$ cat src/omm_ram.sv
// Generic simple dual-port RAM: one write port, one registered read port.
module omm_ram #(
  parameter int WIDTH = 8,
  parameter int DEPTH = 256,
  parameter int AW    = $clog2(DEPTH)
) (
  input  logic             clk,
  input  logic             we,
  input  logic [AW-1:0]    waddr,
  input  logic [WIDTH-1:0] wdata,
  input  logic             re,
  input  logic [AW-1:0]    raddr,
  output logic [WIDTH-1:0] rdata
);

  logic [WIDTH-1:0] mem [DEPTH];

  always_ff @(posedge clk) begin
    if (we) begin
      mem[waddr] <= wdata;
    end
    if (re) begin
      rdata <= mem[raddr];
    end
  end

endmodule

$ cat config.mk
export PLATFORM = sky130hd
export DESIGN_NAME = omm_ram
export DESIGN_NICKNAME = d
export VERILOG_FILES = /design/src/omm_ram.sv
export SDC_FILE = /design/constraint.sdc
export NUM_CORES = 2
export LEC_CHECK = 0
export ABC_CLOCK_PERIOD_IN_PS = 2510
export BUFFER_PORTS_ARGS = -buffer_cell sky130_fd_sc_hd__buf_2
export CORE_UTILIZATION = 54
export DETAILED_ROUTE_END_ITERATION = 8
export GPL_TIMING_DRIVEN = 0
export PLACE_DENSITY = 0.72
export SYNTH_ARGS = -nofsm -noshare
export SYNTH_HDL_FRONTEND = slang
export SYNTH_SLANG_ARGS = --single-unit
$ cat constraint.sdc
create_clock -name clk -period 2.51 [get_ports clk]
set_input_delay 0.3765 -clock clk [delete_from_list [all_inputs] [get_ports clk]]
set_output_delay 0.3765 -clock clk [all_outputs]
set_load 0.02 [all_outputs]
==> results.cfg <==
[critical_path]
startpoint_type = primary input
cp_cell_sequence = buf_2, buf_6, buf_6, buf_4, mux4_2, a22oi_1, a21oi_1, nor4_4, nor4_4
critPathArrivalTime_ps = 3270
crit_fanout = 10
worstSetupEndpointType = flop
cp_data_required_time_ps = 3050
critical_path.max_stage_delay_ps = 670
timing.critical_path.max_delay_family = buffers and inverters
worstSetupPathType = in2reg
critical_path.slowest_cell = sky130_fd_sc_hd__nor4_4
critPathBufInv = 4

[clock_network]
cts.clk_slew.worst_paths_ps = 60
cts_inserted_buffers = 195
clkSinkCount = 2056
clock_tree.root_cell = sky130_fd_sc_hd__clkbuf_16
tritoncts = yes
clockBufferDepth = 3
insertion_delay_ps = 860
h-tree-depth = 4

[logic_synthesis]
synthesis.nets = 3760
yosys_most_used_dff = sky130_fd_sc_hd__edfxtp_1
number_of_distinct_library_cell_variants_in_the_gate_level_netlist_after_synthesis = 54
post_synth_edffs = 2056
synth.ff_latch_count = 2056
syn_area_sq_um = 79600
syn-instance-count = 3733
synth_area_per_cell_sq_um = 21.3
synth.yosys.warnings = 0
synth.yosys.seq_area_share_pct = 77.5
synthArstFlopShare_pct = 0

[routing]
dr_total_vias = 42200
wirelength_mm = 234
drt_pre_antenna_iters = 9
detail_route.iter0.violations = 7188
route.antenna.remaining_nets = 0
via_per_inst = 6.95
wl_per_cell_microns = 38.6
drc = 1

[global_route]
global_route.usage.total_pct = 31.7
grt_overflow_total = 0
grt_pass1_vias = 40700
antenna_found_initial = 13
maximum_number_of_pins_on_one_net_before_global_route_repair = 157
grt_first_pass_wirelength_mm = 319

[sta]
slew_headroom_pct = -1.34
worst-slew-pin-transition_ps = 1520
grt_setup_unrepaired = yes
finalSetupViolations = 269
setup-tns-final_ps = -12600
final.setup_skew_ps = 27.5
fmax_ghz = 0.366
post-route-period-util_pct = 109
period_needed_ps = 2740
hold_viol_final = 0
worst_hold_slack_ps = 15.2
max_slew_vio_count = 11
final_critical_path_setup_slack_ps = -225

[layout]
fill_cells = 9685
drive_gt1_share_pct = 30.4
syn2layout_area_growth_pct = 14.7
final-seq-area_sq_um = 61700
instances_no_fill = 6073
numnets_final = 4018
multiInputGateArea_sq_um = 18300

[power_and_ir_drop]
vdd_ir_drop_max_v = 0.000764
cellLeakagePower_nw = 27.9
power-per-cell-area_nw_per_um2 = 773
p_total_mw = 70.6

[run_status]
outcome = finished, violations left
failing_checks = DRC, capacitance limit, slew limit, setup timing

[die]
die_h_microns = 386
floorplan.initialDensity_pct = 54.5
floorplan.core_area_sq_um = 146000
die_area_sq_um = 149000
dieWidth_microns = 386
ioPinCount = 35
placementRows = 140

[placed_design]
dp_cells = 5692
gp_routability_congestion = 1.05
buffer_ports.inserted = 27
post-dp-hpwl_mm = 153

[hold_path]
timing.hold.worst.class = in2reg

[flow_run]
max-cap-violations = 1
-- where the power goes --
group | internal, mW | switching (mW) | leakage, nW
clock network | 15.2 | 13.0 | 2.94
logic | 1.44 | 3.06 | 6.50
registers | 37.9 | 0.0206 | 18.5
-- synthesized netlist by cell type (2+ instances only) --
library cell,n,area (sq um)
sky130_fd_sc_hd__edfxtp_1,2056,61700
sky130_fd_sc_hd__mux4_2,454,10200
sky130_fd_sc_hd__nor2_1,282,1060
sky130_fd_sc_hd__mux2i_1,134,1340
sky130_fd_sc_hd__a22oi_1,133,998
sky130_fd_sc_hd__clkbuf_1,111,417
sky130_fd_sc_hd__a21oi_1,96,480
sky130_fd_sc_hd__o221ai_1,46,403
sky130_fd_sc_hd__nand3_1,34,170
sky130_fd_sc_hd__nand2_1,33,124
sky130_fd_sc_hd__buf_2,31,155
sky130_fd_sc_hd__nor2b_1,31,194
sky130_fd_sc_hd__o22ai_1,28,175
sky130_fd_sc_hd__buf_4,27,203
sky130_fd_sc_hd__nor4_1,24,150
sky130_fd_sc_hd__buf_1,22,82.6
sky130_fd_sc_hd__nor3_1,22,110
sky130_fd_sc_hd__buf_6,21,236
sky130_fd_sc_hd__a211oi_1,16,120
sky130_fd_sc_hd__a221oi_1,13,114
sky130_fd_sc_hd__buf_8,13,195
sky130_fd_sc_hd__nand4_1,10,62.6
sky130_fd_sc_hd__o211ai_1,10,75.1
sky130_fd_sc_hd__o21ai_0,10,50.1
sky130_fd_sc_hd__a22o_1,8,70.1
sky130_fd_sc_hd__buf_12,8,160
sky130_fd_sc_hd__nand2b_1,8,50.1
sky130_fd_sc_hd__and2_1,6,37.5
sky130_fd_sc_hd__o22a_1,5,43.8
sky130_fd_sc_hd__o32ai_1,4,35.0
sky130_fd_sc_hd__or2_2,4,25.0
sky130_fd_sc_hd__nor4_2,3,37.5
sky130_fd_sc_hd__a2111oi_0,2,17.5
sky130_fd_sc_hd__a2111oi_1,2,20.0
sky130_fd_sc_hd__a311oi_1,2,17.5
sky130_fd_sc_hd__a31oi_1,2,12.5
sky130_fd_sc_hd__and3b_1,2,17.5
sky130_fd_sc_hd__mux4_1,2,52.6
sky130_fd_sc_hd__nand3b_1,2,15.0
sky130_fd_sc_hd__o21ai_1,2,10.0
-- per-stage QoR --
step                      worst slack (ps)  utilization, %  area (sq um)
final                                 -225            62.5         91300
after global routing                 -82.2            62.5         91300
after CTS                             -232            61.9         90500
after detailed placement             -2800            56.6         82600
after global placement               -2970            56.2         82200
after floorplan                       57.4               -         79600
-- cell usage in the layout (no fill, tap or decap), types with 9 or more instances in the layout --
cell and n:
sky130_fd_sc_hd__nor2_1 120, sky130_fd_sc_hd__o221ai_2 11, sky130_fd_sc_hd__clkbuf_2 34, sky130_fd_sc_hd__a21oi_1 71, sky130_fd_sc_hd__clkbuf_1 77, sky130_fd_sc_hd__clkinv_1 54, sky130_fd_sc_hd__buf_16 12, sky130_fd_sc_hd__nand2_1 33
sky130_fd_sc_hd__buf_6 32, sky130_fd_sc_hd__nor2_4 84, sky130_fd_sc_hd__o221ai_1 36, sky130_fd_sc_hd__nand4_1 10, sky130_fd_sc_hd__o211ai_1 10, sky130_fd_sc_hd__edfxtp_1 2056, sky130_fd_sc_hd__clkbuf_16 195, sky130_fd_sc_hd__a211oi_1 10
sky130_fd_sc_hd__nor4_4 22, sky130_fd_sc_hd__clkbuf_8 9, sky130_fd_sc_hd__nor2_2 78, sky130_fd_sc_hd__mux2i_1 131, sky130_fd_sc_hd__nor2b_1 30, sky130_fd_sc_hd__o22ai_1 28, sky130_fd_sc_hd__buf_8 27, sky130_fd_sc_hd__buf_4 51
sky130_fd_sc_hd__clkbuf_4 23, sky130_fd_sc_hd__buf_2 42, sky130_fd_sc_hd__nor3_4 9, sky130_fd_sc_hd__buf_12 22, sky130_fd_sc_hd__a22oi_1 126, sky130_fd_sc_hd__a21oi_2 19, sky130_fd_sc_hd__nand3_1 29, sky130_fd_sc_hd__clkinv_2 36
sky130_fd_sc_hd__mux4_2 455
-- per-layer routing --
metal	up-vias	GRT usage (%)	share of wire, %
li1	16200	-	-
met1	21800	42.5	34
met2	3572	45.9	44
met3	641	11.3	15
met4	6	17.0	6.1
met5	-	0.162	0.018
-- state kept, by name (all words and copies together), names as in the netlist --
signal / count
rdata: 8
mem: 2048
-- final cells by class --
cell class / instances / share of cell area (%)
Antenna cell: 6 / 0.0164
Buffer: 228 / 2.24
Clock buffer: 237 / 5.52
Clock inverter: 119 / 1.10
Inverter: 2 / 0.00959
Multi-Input combinational cell: 1442 / 20.1
Sequential cell: 2056 / 67.6
Tap cell: 1917 / 2.63
Timing Repair Buffer: 66 / 0.803
-- final timing paths --
kind              startpoint           to  slack [ps]  cells past startpoint
setup / recovery    raddr[1]     rdata[2]        -230                      9
hold / removal      wdata[3]  mem[131][3]          20                      1
setup reg to reg  mem[26][5]     rdata[5]        -180                      6
hold reg to reg   mem[89][5]     rdata[5]        1380                      5
-- cell families (layout without fill, tap and decap cells) --
kind of cell	count (synthesis)	after routing	share of synthesized area, %
simple gates	466	466	2.63
other cells	0	6	0
compound gates	385	385	3.42
mux	591	591	14.6
buf+inv	235	652	1.83
flops	2056	2056	77.5
-- what timing repair did --
item / in CTS / in global routing
hold endpoints to repair: 41 / 0
pin swaps: 33 / 18
hold buffers: 4 / 0
setup endpoints to repair: 1233 / 867
gates resized for setup: 500 / 188
buffers inserted: 8 / 13
-- worst register-to-register path: cells and delay by family, from the launching register on --
family           cells  cell delay (ps)
AO/OA/AOI/OAI        4             1290
multiplexers         1              540
flip-flops           1              400
AND/OR/NAND/NOR      1              160
Note: power is estimated with default switching activity, not from simulation.
