===== src/omm_pkg.sv =====
// Shared types, codes, constants and the vector ROM of the overlay memory map.
package omm_pkg;

  localparam int NUM_OVERLAYS_DEF  = 8;
  localparam int OVERLAY_BYTES_DEF = 32;
  localparam int CODE_BYTES_DEF    = 256;

  localparam int ZP_DEPTH = 256;
  localparam logic [15:0] CODE_BASE = 16'h0300;

  localparam logic [7:0] PAGE_ZERO = 8'h00;
  localparam logic [7:0] PAGE_IO   = 8'h02;
  localparam logic [7:0] PAGE_VEC  = 8'hff;
  localparam logic [7:0] VEC_START = 8'd240;

  localparam logic [1:0] MODE_READ  = 2'd0;
  localparam logic [1:0] MODE_WRITE = 2'd1;
  localparam logic [1:0] MODE_LOAD  = 2'd2;
  localparam logic [1:0] MODE_NONE  = 2'd3;

  typedef enum logic [2:0] {
    S_IDLE,
    S_LOOK,
    S_HIT,
    S_ORD,
    S_FILL,
    S_PUT,
    S_OUT
  } state_t;

  typedef struct packed {
    logic       out_of_pages;
    logic [7:0] io_data;
    logic       io_is_write;
    logic [7:0] io_offset;
    logic       io_access;
    logic [7:0] read_data;
  } result_t;

  typedef struct packed {
    logic hit;
    logic full;
  } tag_stat_t;

  function automatic logic [7:0] vector_rom(input logic [3:0] idx);
    logic [7:0] v;
    case (idx)
      4'd0:    v = 8'd141;
      4'd1:    v = 8'd18;
      4'd2:    v = 8'd2;
      4'd3:    v = 8'd76;
      4'd4:    v = 8'd240;
      4'd5:    v = 8'd255;
      4'd10:   v = 8'd240;
      4'd11:   v = 8'd255;
      4'd12:   v = 8'd0;
      4'd13:   v = 8'd3;
      4'd14:   v = 8'd240;
      4'd15:   v = 8'd255;
      default: v = 8'd0;
    endcase
    return v;
  endfunction

endpackage


===== src/omm_tags.sv =====
// Overlay page tag registers with a registered parallel match and page allocation.
module omm_tags #(
  parameter int NUM  = 8,
  parameter int TW   = 11,
  parameter int IW   = 3,
  parameter int CNTW = 4
) (
  input  logic               clk,
  input  logic               rst_n,
  input  logic [TW-1:0]      lookup_tag,
  input  logic               alloc,
  input  logic [TW-1:0]      alloc_tag,
  output omm_pkg::tag_stat_t stat,
  output logic [IW-1:0]      hit_idx,
  output logic [IW-1:0]      free_idx
);

  logic [TW-1:0]   tags_r [NUM];
  logic [CNTW-1:0] count_r;
  logic [CNTW-1:0] count_nxt;
  logic [NUM-1:0]  match_r;
  logic [NUM-1:0]  match_nxt;

  always_comb begin
    for (int i = 0; i < NUM; i++) begin
      match_nxt[i] = (CNTW'(i) < count_r) && (tags_r[i] == lookup_tag);
    end
  end

  // Tags are unique, so at most one match bit is set and an OR encodes it.
  always_comb begin
    hit_idx = '0;
    for (int i = 0; i < NUM; i++) begin
      if (match_r[i]) begin
        hit_idx = hit_idx | IW'(i);
      end
    end
  end

  assign count_nxt = alloc ? count_r + CNTW'(1) : count_r;
  assign free_idx  = count_r[IW-1:0];
  assign stat.hit  = |match_r;
  assign stat.full = (count_r == CNTW'(NUM));

  always_ff @(posedge clk) begin
    if (!rst_n) begin
      count_r <= '0;
    end else begin
      count_r <= count_nxt;
    end
  end

  always_ff @(posedge clk) begin
    match_r <= match_nxt;
    if (alloc) begin
      tags_r[free_idx] <= alloc_tag;
    end
  end

endmodule


===== config.mk =====
export PLATFORM = sky130hd
export DESIGN_NAME = omm_tags
export DESIGN_NICKNAME = d
export VERILOG_FILES = /design/src/omm_pkg.sv /design/src/omm_tags.sv
export SDC_FILE = /design/constraint.sdc
export NUM_CORES = 1
export LEC_CHECK = 0
export BUFFER_PORTS_ARGS = -buffer_cell sky130_fd_sc_hd__buf_2
export CORE_ASPECT_RATIO = 2
export CORE_MARGIN = 5
export CORE_UTILIZATION = 30
export CTS_CLUSTER_SIZE = 12
export DETAILED_ROUTE_END_ITERATION = 10
export GPL_ROUTABILITY_DRIVEN = 0
export GPL_TIMING_DRIVEN = 0
export PLACE_DENSITY_LB_ADDON = 0.3
export SLEW_MARGIN = 15
export SYNTH_ARGS = -nofsm -noshare
export SYNTH_HDL_FRONTEND = slang
export SYNTH_SLANG_ARGS = --single-unit
export TNS_END_PERCENT = 30

===== constraint.sdc =====
create_clock -name clk -period 4.6 [get_ports clk]
set_clock_uncertainty 0.1 [all_clocks]
set_input_delay 0.46 -clock clk [delete_from_list [all_inputs] [get_ports clk]]
set_output_delay 0.46 -clock clk [all_outputs]
set_load 0.05 [all_outputs]

==> results.json, run 1 <==
{
  "clock-sinks": 100,
  "maxCapViolations": 0,
  "cts_inserted_buffers": 9,
  "final_common_cell": "edfxtp_1",
  "start_kind": "flop",
  "grt_use_total": 0.125,
  "syn_area_mm2": 0.00419,
  "synth_cells": 275,
  "mostFrequentLayoutCells": "88 x edfxtp_1, 86 x xnor2_1, 31 x buf_2, 18 x nand4_1, 12 x dfxtp_1",
  "critPathArrivalTime_ns": 1.60,
  "ctsHoldBuffers": 0,
  "diodes": 0,
  "netlist_top_cells_area": "edfxtp_1 63%, xnor2_1 18%, dfxtp_1 5.7%",
  "row_count": 61,
  "p_comb_frac": 0.079,
  "dpl-instance-area_mm2": 0.00456,
  "via_per_inst": 4.32,
  "n_fill_cell": 1315,
  "crit_path_start": "count_r[1]",
  "io_pins": 33,
  "cts-root-buf": "clkbuf_16",
  "syn_avg_cell_area_um2": 15.2,
  "tns_ns": 0,
  "io_buffers": 21,
  "path_buf_inv": 4,
  "grt_first_pass_wirelength_um": 14200,
  "layout.cells.non_filler": 503,
  "power_frac_clock": 0.361,
  "routed_wl_um": 9610,
  "die_w_um": 93.5,
  "met3_usage": 0.0298,
  "postRouteAntennaNets": 0,
  "dieHeight_um": 177,
  "cp.required_ns": 4.04,
  "fin_crit_ns": 2.16,
  "netSwitchingPower_uw": 399,
  "fin_util": 0.348,
  "final.setup.worst_slack_ns": 2.44,
  "synthesis.nets": 302,
  "post-cts-setup-buffer-count": 0,
  "synth_top_area_frac": 0.631,
  "seq_area_frac_synth": 0.689,
  "cp_slowest_stage_delay_ns": 0.32,
  "crit_family": "buffers and inverters",
  "grt-ovfl-total": 0,
  "clockBufferDepth": 2,
  "path_cells": "buf_2 > inv_1 > ha_1 > inv_1 > nor3b_1 > buf_2",
  "r2r_start": "count_r[2]",
  "min_path_type": "primary input to flop",
  "p_sw_frac": 0.219,
  "power_density_mw_per_mm2": 378,
  "remaining_drc_errors": 0,
  "hold_path.startpoint": "rst_n",
  "cpMaxStageDelayCell": "dfxtp_1",
  "yosysTopAreaCell": "edfxtp_1",
  "fin_area_mm2": 0.00481,
  "worstSetupEndpointType": "primary output",
  "slew_viol_final": 0,
  "tritoncts": "yes",
  "grt_max_degree": 15,
  "fmax_mhz": 463,
  "max_slew_margin": 0.260,
  "p_int_uw": 1420,
  "cp_max_fo": 8,
  "hold_viol": 0,
  "core_mm2": 0.0138,
  "yosysWarnings": 0,
  "worstSetupPathType": "flop to primary output",
  "grtUsageMet1": 0.123,
  "gr-usage-met2": 0.236,
  "htree_levels": 3,
  "async_reset_ff_frac": 0,
  "drtIter0Drc": 78,
  "first_pass_iters": 4,
  "dp.cells": 487,
  "dieArea_mm2": 0.0166,
  "start_util": 0.303,
  "grt_pass1_vias": 2249,
  "ctsResizeCount": 0,
  "wire_per_inst_um": 19.1,
  "rsz0062_at_grt": "no",
  "nets": 336,
  "ys_ff_latch": 100,
  "layout-area-overhead-vs-synth_pct": 15.0,
  "period_share": 0.470,
  "max-vdd-ir-drop_mv": 0.175,
  "setup_viol": 0,
  "p_leak_uw": 0.00151,
  "status": "complete, no violations",
  "synth_cell_types": 30,
  "top_usage_layer": "met2",
  "seq_power_share": 0.560,
  "drive_gt1_frac": 0.178,
  "hold_depth": 2,
  "synth_edf_count": 88,
  "worst_slew_pin_slew_ns": 1.11,
  "insertion_delay_ns": 0.34,
  "via_count": 2172,
  "ff2ff_path_depth": 2,
  "antenna_found_initial": 0,
  "place_ws_ns": 2.36,
  "ys.flop_type": "edfxtp_1",
  "dp_hpwl_um": 7160,
  "worst-path-stages": 6,
  "clk_pin_slew_worst_paths_ns": 0.06
}
==> Yosys cell counts (3+ instances only) <==
| cell type | n |
|---|---|
| buf_2 | 10 |
| buf_4 | 4 |
| dfxtp_1 | 12 |
| edfxtp_1 | 88 |
| inv_1 | 3 |
| nand2_1 | 5 |
| nand2b_1 | 3 |
| nand4_1 | 18 |
| nor2_1 | 6 |
| nor3_1 | 7 |
| nor4_1 | 3 |
| o2111ai_1 | 3 |
| o21ai_0 | 3 |
| or4_1 | 3 |
| xnor2_1 | 86 |
| xor2_1 | 4 |
==> path summary, 6_finish.rpt <==
kind,endpoint,slack (ns)
worst max-delay path,stat[0],2.44
worst min-delay path,count_r[0],0.28
worst max register to register,tags_r[6][4],2.50
worst min register to register,match_r[4],0.46
==> per-stage QoR <==
stage / power, µW / hold WS [ns]
floorplan: 1130 / 0.376
global placement: 1180 / 0.459
detailed placement: 1190 / 0.448
CTS: 1840 / 0.270
global route: 1890 / 0.280
finish: 1820 / 0.275
==> routing by layer <==
| layer | wire length (µm) | vias to the layer above |
|---|---|---|
| li1 | - | 1049 |
| met1 | 3510 | 1059 |
| met2 | 5490 | 47 |
| met3 | 297 | 17 |
| met4 | 308 | 0 |
| met5 | 0 | - |
==> power groups by stage <==
stage	Sequential (µW)	Combinational, µW	Clock (µW)
after floorplan	1040	93.3	0
after global placement	1040	143	0
after detailed placement	1040	147	0
after CTS	1020	148	669
after global routing	1020	156	713
final	1020	144	658
==> registers in the layout, indices dropped and copies added (netlist names) <==
signal,cells
match_r,8
tags_r,88
count_r,4
==> cell type report <==
class / count / area [µm²] / share of cell area
clock buffer: 11 / 233 / 0.0483
tap: 189 / 236 / 0.0491
inverter: 3 / 11.3 / 0.00234
multi-input combinational: 156 / 1220 / 0.253
buffer: 16 / 95.1 / 0.0198
timing repair buffer: 23 / 120 / 0.0250
sequential: 100 / 2880 / 0.599
clock inverter: 5 / 18.8 / 0.00390
==> logic make-up (layout without fill, tap and decap cells) <==
kind of cell,after synthesis,in the layout,share of synthesized area
flip-flops,100,100,0.689
XOR/XNOR,90,90,0.188
AND/OR/NAND/NOR,55,55,0.0762
buffers and inverters,19,58,0.0254
AO/OA/AOI/OAI,8,8,0.0129
adder cells (fa/ha/maj),2,2,0.00598
multiplexers,1,1,0.00239
Note: power is estimated with default switching activity, not from simulation.
==> inputs of run 2 (changes only) <==
clock period = 1.7 ns   (was 4.6 ns; I/O delays follow)
==> run 2 against run 1 <==
  * The flow now finishes with violations (negative setup slack)
  * Register-to-register slack got worse by 2.5 ns
  * Die area unchanged
  * Clock-buffer cell count is 2 lower
  * Design area grew 5.7%
  * Critical path type unchanged
==> results.json, run 2 (synthesized netlist as in run 1, its figures left out) <==
{
  "status": "complete, but fails checks",
  "violations": "negative setup slack",
  "fin_util": 0.368,
  "power_frac_clock": 0.402,
  "start_kind": "flop",
  "period_share": 1.04,
  "critPathArrivalTime_ns": 1.50,
  "power_density_mw_per_mm2": 1050,
  "grt_pass1_vias": 2349,
  "grt_first_pass_wirelength_um": 14400,
  "p_comb_frac": 0.083,
  "largest_register": "tags_r",
  "crit_family": "simple AND/OR/NAND/NOR gates",
  "cts-root-buf": "clkbuf_16",
  "nets": 344,
  "seq_power_share": 0.515,
  "fmax_mhz": 567,
  "fin_area_mm2": 0.00509,
  "worst_slew_pin_slew_ns": 0.491,
  "max-vdd-ir-drop_mv": 0.427,
  "min_path_type": "primary input to flop",
  "io_buffers": 21,
  "n_fill_cell": 1295,
  "place_ws_ns": -0.481,
  "dpl-instance-area_mm2": 0.00456,
  "path_cells": "or4_4 > nand2b_4 > buf_6",
  "wire_per_inst_um": 18.9,
  "fin_crit_ns": 1.77,
  "finalPower_uw": 5360,
  "dp_hpwl_um": 7030,
  "setup_viol": 2,
  "layout-area-overhead-vs-synth_pct": 21.6,
  "htree_levels": 3,
  "grt_use_total": 0.124,
  "postRouteAntennaNets": 0,
  "drtIter0Drc": 114,
  "cts_inserted_buffers": 9,
  "remaining_drc_errors": 0,
  "mostFrequentLayoutCells": "88 x edfxtp_1, 86 x xnor2_1, 28 x buf_2, 18 x nand4_1, 10 x dfxtp_1",
  "cpMaxStageDelayCell": "or4_4",
  "p_sw_frac": 0.217,
  "clock-sinks": 100,
  "reg.largest.list": "tags_r (88), match_r (8), count_r (4)",
  "p_leak_uw": 0.00159,
  "via_count": 2229,
  "tritoncts": "yes",
  "dieHeight_um": 177,
  "hold_viol": 0,
  "first_pass_iters": 4,
  "maxCapViolations": 0,
  "core_mm2": 0.0138,
  "grt-ovfl-total": 0,
  "dieArea_mm2": 0.0166,
  "die_w_um": 93.5,
  "cp.required_ns": 1.43,
  "worstSetupPathType": "flop to primary output",
  "path_buf_inv": 1,
  "cp_max_fo": 3,
  "rsz0062_at_grt": "yes",
  "worstSetupEndpointType": "primary output",
  "diodes": 0,
  "final_common_cell": "edfxtp_1",
  "slew_viol_final": 0,
  "clk_pin_slew_worst_paths_ns": 0.06,
  "insertion_delay_ns": 0.34,
  "via_per_inst": 4.36,
  "tns_ns": -0.0713,
  "largest_reg_flops": 88,
  "final.setup.worst_slack_ns": -0.0650,
  "grt_max_degree": 17,
  "io_pins": 33,
  "antenna_found_initial": 0,
  "netSwitchingPower_uw": 1160,
  "max_slew_margin": 0.670,
  "drive_gt1_frac": 0.252,
  "row_count": 61,
  "p_int_uw": 4200,
  "start_util": 0.303,
  "routed_wl_um": 9660,
  "clockBufferDepth": 2,
  "cp_slowest_stage_delay_ns": 0.53
}
==> run 2: stage by stage <==
step / std cells / hold slack, ns
2_1_floorplan: 275 / 0.169
3_3_place_gp: 485 / 0.329
3_5_place_dp: 486 / 0.328
4_1_cts: 504 / 0.00667
5_1_grt: 511 / 0.0173
6_report: 511 / 0.00703
==> run 2: routing by layer <==
| metal | wire, µm | global-route usage | vias up |
|---|---|---|---|
| li1 | - | - | 1068 |
| met4 | 485 | 0.0807 | 0 |
| met2 | 5430 | 0.227 | 52 |
| met5 | 0 | 0 | - |
| met1 | 3440 | 0.123 | 1090 |
| met3 | 299 | 0.0238 | 19 |
==> run 2: what timing repair did <==
action / in CTS / in global routing
endpoints found under the hold margin: 3 / 0
hold buffers: 1 / 0
pin swaps: 4 / 5
endpoints found under the setup margin: 85 / 85
resized for setup: 16 / 15
buffers inserted: 1 / 7
==> run 2: path summary, 6_finish.rpt <==
| path | start | end | slack (ns) | cells after the start |
|---|---|---|---|---|
| worst max register to register | count_r[1] | match_r[5] | 0.03 | 5 |
| worst min-delay path | alloc_tag[7] | tags_r[6][7] | 0.007 | 1 |
| worst min register to register | tags_r[4][10] | match_r[4] | 0.46 | 3 |
| worst max-delay path | match_r[7] | stat[1] | -0.07 | 3 |
==> run 2: final cells by class <==
class | instances | area (µm²) | share of cell area
clock buffer | 9 | 225 | 0.0442
tap | 189 | 236 | 0.0465
timing repair buffer | 31 | 236 | 0.0465
buffer | 16 | 101 | 0.0199
sequential | 100 | 2890 | 0.567
clock inverter | 7 | 91.3 | 0.0179
multi-input combinational | 156 | 1300 | 0.255
inverter | 3 | 16.3 | 0.00320
==> run 2: power groups by stage <==
stage	Sequential, µW	Clock, µW	Combinational [µW]
final	2760	2150	444
after global routing	2760	2280	480
after CTS	2760	2190	411
after detailed placement	2810	0	397
after global placement	2810	0	382
after floorplan	2810	0	254
